<file path="src/rtl/core/wtc_pkg.sv">
// Package for the word token classifier: sizes, token codes, keyword table,
// number scan phases and the result record.
// No dependencies.
package wtc_pkg;

  // Sizes
  localparam int LENGTH_BITS  = 16;
  localparam int OFFSET_BITS  = 32;
  localparam int PREFIX_CHARS = 7;
  localparam int PREFIX_W     = PREFIX_CHARS * 8;

  // Output queue
  localparam int OUTQ_DEPTH = 4;
  localparam int OUTQ_PTR_W = $clog2(OUTQ_DEPTH);
  localparam int OUTQ_CNT_W = $clog2(OUTQ_DEPTH + 1);

  // Signed 32-bit magnitude limit (valid only with a minus sign)
  localparam logic [35:0] NUM_LIMIT = 36'h0_8000_0000;

  // Special bytes
  localparam logic [7:0] CH_SPACE   = 8'h20;
  localparam logic [7:0] CH_NEWLINE = 8'h0A;
  localparam logic [7:0] CH_TAB     = 8'h09;
  localparam logic [7:0] CH_VTAB    = 8'h0B;
  localparam logic [7:0] CH_FFEED   = 8'h0C;
  localparam logic [7:0] CH_CR      = 8'h0D;
  localparam logic [7:0] CH_PLUS    = 8'h2B;
  localparam logic [7:0] CH_MINUS   = 8'h2D;
  localparam logic [7:0] CH_ZERO    = 8'h30;
  localparam logic [7:0] CH_NINE    = 8'h39;

  // Token codes
  localparam logic [3:0] TOK_NONE    = 4'd0;
  localparam logic [3:0] TOK_VAR     = 4'd1;
  localparam logic [3:0] TOK_NEWLINE = 4'd2;
  localparam logic [3:0] TOK_ASSIGN  = 4'd3;
  localparam logic [3:0] TOK_NUMBER  = 4'd4;
  localparam logic [3:0] TOK_NAME    = 4'd5;
  localparam logic [3:0] TOK_PRINT   = 4'd6;
  localparam logic [3:0] TOK_PLUS    = 4'd7;
  localparam logic [3:0] TOK_MINUS   = 4'd8;
  localparam logic [3:0] TOK_MUL     = 4'd9;
  localparam logic [3:0] TOK_DIV     = 4'd10;
  localparam logic [3:0] TOK_LPAREN  = 4'd11;
  localparam logic [3:0] TOK_RPAREN  = 4'd12;

  // Keyword table: text with byte i at bits 8i, zero padded
  localparam int KW_COUNT = 12;
  localparam logic [63:0] KW_TEXT [KW_COUNT] = '{
    64'h0000_0000_0072_6176,  // var
    64'h0065_6E69_4C77_654E,  // NewLine
    64'h0000_0000_0000_003D,  // =
    64'h0000_7265_626D_756E,  // number
    64'h0065_6D61_4E72_6176,  // varName
    64'h0000_0074_6E69_7270,  // print
    64'h0000_0000_0000_002B,  // +
    64'h0000_0000_0000_002D,  // -
    64'h0000_0000_0000_002A,  // *
    64'h0000_0000_0000_002F,  // /
    64'h0000_0000_0000_0028,  // (
    64'h0000_0000_0000_0029   // )
  };
  localparam logic [3:0] KW_LEN [KW_COUNT] = '{
    4'd3, 4'd7, 4'd1, 4'd6, 4'd7, 4'd5, 4'd1, 4'd1, 4'd1, 4'd1, 4'd1, 4'd1
  };
  localparam logic [3:0] KW_TYPE [KW_COUNT] = '{
    TOK_VAR, TOK_NEWLINE, TOK_ASSIGN, TOK_NUMBER, TOK_NAME, TOK_PRINT,
    TOK_PLUS, TOK_MINUS, TOK_MUL, TOK_DIV, TOK_LPAREN, TOK_RPAREN
  };

  // Number scan phases
  typedef enum logic [2:0] {
    PH_LEAD,
    PH_SIGN,
    PH_DIGITS,
    PH_DONE,
    PH_BAD
  } number_phase_t;

  // One result record
  typedef struct packed {
    logic [3:0]  token_type;
    logic [31:0] start_offset;
    logic [15:0] word_length;
    logic        last;
  } result_t;

  // Match a finished word against the keyword table; TOK_NONE if no hit.
  // Bytes past the word's length are zero, so a padded compare is exact.
  function automatic logic [3:0] kw_lookup(input logic [PREFIX_W-1:0]    prefix,
                                           input logic [LENGTH_BITS-1:0] len);
    logic [3:0] hit;
    hit = TOK_NONE;
    for (int k = KW_COUNT - 1; k >= 0; k--) begin
      if (32'(len) == 32'(KW_LEN[k]) && 64'(prefix) == KW_TEXT[k]) begin
        hit = KW_TYPE[k];
      end
    end
    return hit;
  endfunction

endpackage

</file>
<file path="src/rtl/core/word_token_classifier_top.sv">
// A delimiter's tokens are registered into the result queue when it is accepted and are offered on out_ in order.
// Throughput: one byte per cycle while in_ready is high; a newline after a word gives two tokens.
// A four-entry result queue separates the sides; in_ready drops when fewer than
// two slots are free. rst_n is synchronous, active low: it empties the queue,
// clears the word state and sets the stream position to zero.
// Depends on wtc_pkg.
module word_token_classifier_top (
  input  logic        clk,
  input  logic        rst_n,
  input  logic        in_valid,
  output logic        in_ready,
  input  logic [7:0]  in_ch,
  output logic        out_valid,
  input  logic        out_ready,
  output logic [3:0]  out_token_type,
  output logic [31:0] out_start_offset,
  output logic [15:0] out_word_length,
  output logic        out_last
);
  import wtc_pkg::*;

  // Word state
  logic [OFFSET_BITS-1:0] pos_r, pos_nxt;
  logic [OFFSET_BITS-1:0] start_r, start_nxt;
  logic [LENGTH_BITS-1:0] len_r, len_nxt;
  logic [PREFIX_W-1:0]    prefix_r, prefix_nxt;
  number_phase_t          phase_r, phase_nxt;
  logic [31:0]            mag_r, mag_nxt;
  logic                   ovf_r, ovf_nxt;
  logic                   neg_r, neg_nxt;

  // Output queue
  result_t                q_r [OUTQ_DEPTH];
  logic [OUTQ_PTR_W-1:0]  wr_ptr_r, rd_ptr_r;
  logic [OUTQ_CNT_W-1:0]  cnt_r;

  logic       acc, pop;
  logic       is_delim, is_nl, is_digit, is_ws, has_word;
  logic [3:0] digit;
  logic [35:0] mag_step;
  logic [3:0] kw_type, word_type;
  logic       is_number;
  result_t    res0, res1;
  logic       wr0, wr1;
  logic [63:0] start_wide, pos_wide;
  logic [31:0] len_wide;

  assign acc = in_valid && in_ready;
  assign pop = out_valid && out_ready;

  // Decode the byte
  assign is_delim = (in_ch == CH_SPACE) || (in_ch == CH_NEWLINE);
  assign is_nl    = (in_ch == CH_NEWLINE);
  assign is_digit = (in_ch >= CH_ZERO) && (in_ch <= CH_NINE);
  assign is_ws    = (in_ch == CH_TAB) || (in_ch == CH_VTAB) ||
                    (in_ch == CH_FFEED) || (in_ch == CH_CR);
  assign digit    = in_ch[3:0];
  assign has_word = (len_r != '0);

  // Next digit value: mag*10 + d, by shifts
  assign mag_step = (36'(mag_r) << 3) + (36'(mag_r) << 1) + 36'(digit);

  // Classify the pending word
  assign kw_type   = kw_lookup(prefix_r, len_r);
  assign is_number = ((phase_r == PH_DIGITS) || (phase_r == PH_DONE)) && !ovf_r &&
                     (!mag_r[31] || neg_r);
  always_comb begin
    priority if (kw_type != TOK_NONE) begin
      word_type = kw_type;
    end else if (is_number) begin
      word_type = TOK_NUMBER;
    end else begin
      word_type = TOK_NAME;
    end
  end

  // Build result records
  assign start_wide = 64'(start_r);
  assign pos_wide   = 64'(pos_r);
  assign len_wide   = 32'(len_r);
  always_comb begin
    res0 = '0;
    res1 = '0;
    wr0  = 1'b0;
    wr1  = 1'b0;
    if (acc && is_delim) begin
      if (has_word) begin
        res0.token_type   = word_type;
        res0.start_offset = start_wide[31:0];
        res0.word_length  = len_wide[15:0];
        res0.last         = !is_nl;
        wr0               = 1'b1;
        res1.token_type   = TOK_NEWLINE;
        res1.start_offset = pos_wide[31:0];
        res1.word_length  = '0;
        res1.last         = 1'b1;
        wr1               = is_nl;
      end else if (is_nl) begin
        res0.token_type   = TOK_NEWLINE;
        res0.start_offset = pos_wide[31:0];
        res0.word_length  = '0;
        res0.last         = 1'b1;
        wr0               = 1'b1;
      end
    end
  end

  // Advance word state
  always_comb begin
    pos_nxt    = pos_r;
    start_nxt  = start_r;
    len_nxt    = len_r;
    prefix_nxt = prefix_r;
    phase_nxt  = phase_r;
    mag_nxt    = mag_r;
    ovf_nxt    = ovf_r;
    neg_nxt    = neg_r;
    if (acc) begin
      pos_nxt = pos_r + 1'b1;
      if (is_delim) begin
        len_nxt    = '0;
        prefix_nxt = '0;
        phase_nxt  = PH_LEAD;
        mag_nxt    = '0;
        ovf_nxt    = 1'b0;
        neg_nxt    = 1'b0;
      end else begin
        if (!has_word) begin
          start_nxt = pos_r;
        end
        for (int i = 0; i < PREFIX_CHARS; i++) begin
          if (32'(len_r) == i) begin
            prefix_nxt[8*i +: 8] = in_ch;
          end
        end
        if (len_r != '1) begin
          len_nxt = len_r + 1'b1;
        end
        // Number scan
        unique case (phase_r)
          PH_LEAD: begin
            priority if (is_ws) begin
              phase_nxt = PH_LEAD;
            end else if (in_ch == CH_PLUS || in_ch == CH_MINUS) begin
              neg_nxt   = (in_ch == CH_MINUS);
              phase_nxt = PH_SIGN;
            end else if (is_digit) begin
              phase_nxt = PH_DIGITS;
            end else begin
              phase_nxt = PH_BAD;
            end
          end
          PH_SIGN: begin
            phase_nxt = is_digit ? PH_DIGITS : PH_BAD;
          end
          PH_DIGITS: begin
            if (!is_digit) begin
              phase_nxt = PH_DONE;
            end
          end
          default: begin
            phase_nxt = phase_r;
          end
        endcase
        // Accumulate a digit that extends the leading run
        if (is_digit && !ovf_r &&
            (phase_r == PH_LEAD || phase_r == PH_SIGN || phase_r == PH_DIGITS)) begin
          if (mag_step > NUM_LIMIT) begin
            ovf_nxt = 1'b1;
          end else begin
            mag_nxt = mag_step[31:0];
          end
        end
      end
    end
  end

  always_ff @(posedge clk) begin
    if (!rst_n) begin
      pos_r    <= '0;
      start_r  <= '0;
      len_r    <= '0;
      prefix_r <= '0;
      phase_r  <= PH_LEAD;
      mag_r    <= '0;
      ovf_r    <= 1'b0;
      neg_r    <= 1'b0;
    end else begin
      pos_r    <= pos_nxt;
      start_r  <= start_nxt;
      len_r    <= len_nxt;
      prefix_r <= prefix_nxt;
      phase_r  <= phase_nxt;
      mag_r    <= mag_nxt;
      ovf_r    <= ovf_nxt;
      neg_r    <= neg_nxt;
    end
  end

  // Queue storage: write up to two records per request
  always_ff @(posedge clk) begin
    if (wr0) begin
      q_r[wr_ptr_r] <= res0;
    end
    if (wr1) begin
      q_r[wr_ptr_r + 1'b1] <= res1;
    end
  end

  // Queue pointers and fill count
  always_ff @(posedge clk) begin
    if (!rst_n) begin
      wr_ptr_r <= '0;
      rd_ptr_r <= '0;
      cnt_r    <= '0;
    end else begin
      wr_ptr_r <= wr_ptr_r + OUTQ_PTR_W'(wr0) + OUTQ_PTR_W'(wr1);
      rd_ptr_r <= rd_ptr_r + OUTQ_PTR_W'(pop);
      cnt_r    <= cnt_r + OUTQ_CNT_W'(wr0) + OUTQ_CNT_W'(wr1) - OUTQ_CNT_W'(pop);
    end
  end

  // Hold off input until two slots are free
  assign in_ready  = (cnt_r <= OUTQ_CNT_W'(OUTQ_DEPTH - 2));
  assign out_valid = (cnt_r != '0);

  assign out_token_type   = q_r[rd_ptr_r].token_type;
  assign out_start_offset = q_r[rd_ptr_r].start_offset;
  assign out_word_length  = q_r[rd_ptr_r].word_length;
  assign out_last         = q_r[rd_ptr_r].last;

endmodule

</file>
<file path="config.mk">
export PLATFORM = sky130hd
export DESIGN_NAME = word_token_classifier_top
export DESIGN_NICKNAME = d
export VERILOG_FILES = /design/src/rtl/core/wtc_pkg.sv /design/src/rtl/core/word_token_classifier_top.sv
export SDC_FILE = /design/constraint.sdc
export NUM_CORES = 1
export LEC_CHECK = 0
export BUFFER_PORTS_ARGS = -buffer_cell sky130_fd_sc_hd__buf_2
export CELL_PAD_IN_SITES_DETAIL_PLACEMENT = 1
export CELL_PAD_IN_SITES_GLOBAL_PLACEMENT = 2
export CORE_MARGIN = 2
export CORE_UTILIZATION = 44
export CTS_CLUSTER_SIZE = 28
export DETAILED_ROUTE_END_ITERATION = 6
export PLACE_DENSITY = 0.83
export SLEW_MARGIN = 5
export SYNTH_ARGS = -nofsm -noshare
export SYNTH_HDL_FRONTEND = slang
export SYNTH_SLANG_ARGS = --single-unit
</file>
<file path="constraint.sdc">
create_clock -name clk -period 7.7 [get_ports clk]
set_input_delay 0.77 -clock clk [delete_from_list [all_inputs] [get_ports clk]]
set_output_delay 0.77 -clock clk [all_outputs]
set_load 0.01 [all_outputs]
</file>
* Word level (Yosys, flattened, before mapping)
Memory sizes are Yosys's and may differ from the RTL's. A register that Yosys moved wholly into a read port is not among the register bits. Cells that the tools add are included.
Storage, ports and cells: latch bits 0, ROM bits 0, bits in writable memories 212, memories 1, bits of input ports 12, output and inout port bits 55, register bits 180
Operators by class: div/mod/pow operators 0, reduce and logical (&&, ||, !) cells 63, shift-type cells 0, mux-type cells 55, multipliers 0, magnitude comparators 4, add/subtract/negate cells 11, equal/unequal tests 34, bitwise gates (word level) 2
Memories:
- q_r | depth 4, width 53, read ports 1, clocked after Yosys merged registers in 1, wr ports 2, RTL line word_token_classifier_top.sv:33 | result_t q_r [OUTQ_DEPTH];
Operators with widths (number):
- 56-bit by 6-bit == test with 1-bit output, second input constant | 7
- 51-bit 2-to-1 mux | 3
- 56-bit by 55-bit == test with 1-bit output, second input constant | 2
- 53-bit 2-to-1 mux | 2
- 32-bit 2-to-1 mux | 3
- 16-bit by 3-bit == test with 1-bit output, second input constant | 4
- 56-bit by 23-bit == test with 1-bit output, second input constant | 1
- 56-bit by 39-bit == test with 1-bit output, second input constant | 1
- 56-bit by 47-bit == test with 1-bit output, second input constant | 1
- 56-bit 2-to-1 mux | 1
- 8-bit 2-to-1 mux | 7
- 4-bit 2-to-1 mux | 13
- 8-bit by 4-bit == test with 1-bit output, second input constant | 5
- 35-bit by 33-bit adder with 36-bit output | 1
- 36-bit by 4-bit adder with 36-bit output | 1
- 36-bit by 32-bit > comparator with 1-bit output, second input constant | 1
- 32-bit by 1-bit adder with 32-bit output, second input constant | 1
- 16-bit by 2-bit == test with 1-bit output, second input constant | 2
- 16-bit 2-to-1 mux | 2
- 8-bit by 6-bit == test with 1-bit output, second input constant | 3
- 2-bit nonzero test | 12
- 1-bit logical AND | 20
- 1-bit 2-to-1 mux | 17
- 16-bit by 1-bit adder with 16-bit output, second input constant | 1
- 27 further kinds | 58

* Depth between registers and ports, before layout
depth after elaboration 18, depth in mapped cells 17, gate-level depth less buffers 15

* Worst setup path before layout
OpenSTA, ideal clock, no wires.
kind input to register, from input in_ch[3], to register mag_r[19], stages 15, arrival time 4.234 ns, path slack 3.349 ns, path buffers 1, data required time 7.583 ns, cell sequence inv_1 > fa_1 > fa_1 > or4b_1 > a211oi_1 > o221ai_1 > a211oi_1 > o211ai_1 > a2111oi_0 > o2111a_1 > nand4b_1 > a21oi_1 > nand2_1 > buf_2 > a32o_1
Between the ends: cells in the longest elaborated chain, start to end 6, elaborated cells on any way between the ends 16, those cells by class add/sub: 1; order compare: 3; eq/ne: 3; mux: 3; reduce/logical: 6
Ends and longest elaborated chain:
- start: declaration | RTL line word_token_classifier_top.sv:12 | input logic [7:0] in_ch,
- branches (longest 6 deep; another with 36-bit by 4-bit adder with 36-bit output)
- end signal: assignment | RTL line word_token_classifier_top.sv:194 | mag_r <= mag_nxt;
- end: declaration | RTL line word_token_classifier_top.sv:28 | logic [31:0] mag_r, mag_nxt;
Parallel ways; which one is timed is not known. The select of a mux whose other input is x is not followed. A chain may end at the register's enable or synchronous reset.

* Final worst setup path
from register mag_r[0], to register mag_r[22]
Between the ends: cells in the longest elaborated chain, start to end 5, elaborated cells on any way between the ends 8, those cells by class add/sub: 2; order compare: 1; eq/ne: 1; mux: 3; reduce/logical: 1
Ends and longest elaborated chain:
- 35-bit by 33-bit adder with 36-bit output * | RTL line word_token_classifier_top.sv:61 | assign mag_step = (36'(mag_r) << 3) + (36'(mag_r) << 1) + 36'(digit);
- 36-bit by 4-bit adder with 36-bit output * | RTL line word_token_classifier_top.sv:61
- 36-bit by 32-bit > comparator with 1-bit output / 32-bit 2-to-1 mux (equally long branches) | RTL line word_token_classifier_top.sv:168 | if (mag_step > NUM_LIMIT) begin
- 2-bit != test (no line) / 32-bit 2-to-1 mux (equally long branches)
- 3-bit AND reduction (no line) / 32-bit 2-to-1 mux (equally long branches)
Mark *: on every way between the ends. The rest lies on a longest branch, timed or not. The select of a mux whose other input is x is not followed.

==> results.ini <==
[pwr]
ir_drop_mv=0.168
p_leak_uw=0.00783
powerDensity_nw_per_um2=240
p_seq_share_pct=42.1
power_frac_clock_pct=41.8
p_sw_uw=1510
power_frac_comb_pct=16.1
switching_share_pct=28.4
p_int_uw=3820

[clock_tree]
cts_sinks=392
cts-root-buf=clkbuf_16
cts_tree=yes
cts_buffer_depth=3
htree_levels=2
clk_latency_ns=0.59
clkTransAtPathRegs_ns=0.06
cts_hold_buf=0
ctsResizeCount=0
cts_made_buffers=45
post_cts_buffers=0

[synthesis]
synth_adder_area_share_pct=5.07
synth-simple-area-share_pct=16.3
synth_edf_count=136
synthXorXnorAreaFrac_pct=2.93
synth_top_family_by_area=compound AO/OA/AOI/OAI gates
yosysSeqAreaShare_pct=46.0
syn_area_sq_um=20000
avgSynthCellArea_sq_um=9.98
synthArstFlopShare_pct=0
synthMuxAreaShare_pct=6.23
synthFlopType=dfxtp_1
yosysWarnings=0
synthCells=2004
synth-compound-area-share_pct=19.6
syn-num-nets=2094
synth_seq_cells=392
synth.distinct_cells=72

[finish]
fillers=5002
fin_nets=2073
syn_to_final_growth_pct=11.1
final_layout_size_suffix_gt1_share_pct=12.1
final_cell_mix=dfxtp_1, nand2_1, edfxtp_1
diodes=0
fin_util_pct=49.3
mostFrequentLayoutCell=dfxtp_1

[setup_path]
endpoint_kind=flip-flop
crit_arrival_ns=5.49
r2r-start=mag_r[0]
path_class=reg2reg
crit_start=mag_r[0]
startpoint_type=flip-flop
crit_fanout=24
worstPathRequired_ns=8.23

[global_route]
grt_max_degree=81
antenna_found_initial=0
grt_pass1_wl_microns=98000
grt_overflow_total=0
grt_pass1_vias=17100
grt_usage_pct=26.4

[timing]
max_slew_margin_pct=26.0
max_freq_ghz=0.201
finalClockSkew_ns=0.0167
fin_crit_sh_pct=64.5
slew_viol_final=0
rsz0062_at_grt=false
finalHoldViolCount=0
tightest_slew_ns=1.11
fin_crit_ns=4.97
setup_violations=0
tns_ns=0

[routing]
wl_per_cell_microns=23.8
drt_iter0_markers=1182
routed_wl_microns=62400
firstDrtPassIters=5
ant_nets=0
via_per_inst=6.29
routed-via-count=16500
drc=0

[hold_path]
hp-start=q_r[3][49]
hp-class=reg2reg

[die]
top_level_ports=67
chipWidth_microns=217
initial_core_util_pct=44.4
die_y_microns=217
coreArea_sq_um=45100
rows=78
dieArea_sq_um=47200

[status]
status=completed

[place]
io_buffers=66
post-dp-hpwl_microns=39000
gp_congestion=0.871

[job]
drv_cap=0

[worst max-delay path, stage by stage, from the launching register on]
cell and delay [ns]:
dfxtp_1 0.36, inv_1 0.07, fa_1 0.51, fa_1 0.58
or4b_1 0.45, a211oi_1 0.19, o221ai_1 0.14, a211oi_1 0.28
o211ai_1 0.14, a2111oi_0 0.52, o2111a_1 0.26, nand4b_1 0.12
a21oi_1 0.26, and4_1 0.44, buf_4 0.40, a32o_1 0.18
[per-layer routing]
| layer | GRT usage, % | up-vias | wire, microns |
|---|---|---|---|
| li1 | - | 7567 | - |
| met1 | 35.4 | 8323 | 27700 |
| met2 | 44.4 | 484 | 29900 |
| met3 | 3.10 | 105 | 3430 |
| met4 | 8.56 | 0 | 1310 |
| met5 | 0 | - | 0 |
[path summary, 6_finish.rpt]
path	end	slack (ns)	cells after the start
worst max-delay path	mag_r[22]	2.73	15
worst min-delay path	q_r[3][49]	0.46	2
worst max register to register	mag_r[22]	2.73	15
worst min register to register	q_r[3][49]	0.46	2
[power by group through the flow]
stage          logic (uW)  clock network [uW]  registers (uW)
2_1_floorplan         594                   0            2230
3_3_place_gp          851                   0            2290
3_5_place_dp          865                   0            2290
4_1_cts               869                2260            2250
5_1_grt               931                2340            2260
6_report              858                2230            2250
[state kept, by name, summed over array words and instances (netlist names)]
signal	cells
cnt_r	3
len_r	16
mag_r	32
neg_r	1
ovf_r	1
phase_r	3
pos_r	32
prefix_r	56
q_r	212
rd_ptr_r	2
start_r	32
wr_ptr_r	2
[metrics by stage]
step                cell area, sq um  hold slack (ns)  cells  total power [uW]  setup WS (ns)
CTS                            22200            0.460   2619              5370           2.76
detailed placement             20700            0.446   2536              3160           2.20
floorplan                      20000            0.420   2004              2820           3.35
global placement               20700            0.431   2536              3140           2.31
global route                   22200            0.483   2619              5530           2.39
finish                         22200            0.457   2619              5330           2.73
[layout make-up]
cell class	instances	area (sq um)	area share [%]
Clock buffer	64	1330	5.99
Clock inverter	19	205	0.923
Inverter	34	128	0.574
Multi-Input combinational cell	1414	10000	45.2
Sequential cell	392	9210	41.4
Tap cell	600	751	3.38
Timing Repair Buffer	96	558	2.51
[cells by family after synthesis]
family                   count (synthesis)
AO/OA/AOI/OAI                          557
AND/OR/NAND/NOR                        654
adder cells (fa/ha/maj)                 78
buffers and inverters                  198
XOR/XNOR                                67
multiplexers                            58
flip-flops                             392
[synthesized netlist by cell type, types with 48 or more instances]
cell type  instances  area (sq um)
o21ai_0           66           330
edfxtp_1         136          4080
nand2_1          236           886
dfxtp_1          256          5120
and2_1            56           350
o22ai_1          134           838
a21boi_0          72           541
nor2_1            74           278
clkbuf_1         141           529
a32o_1            92           921
ha_1              73           913
and3_1            48           300
mux4_2            53          1190
a21oi_1           83           415
nand3_1           86           430
Note: power is estimated with default switching activity, not from simulation.
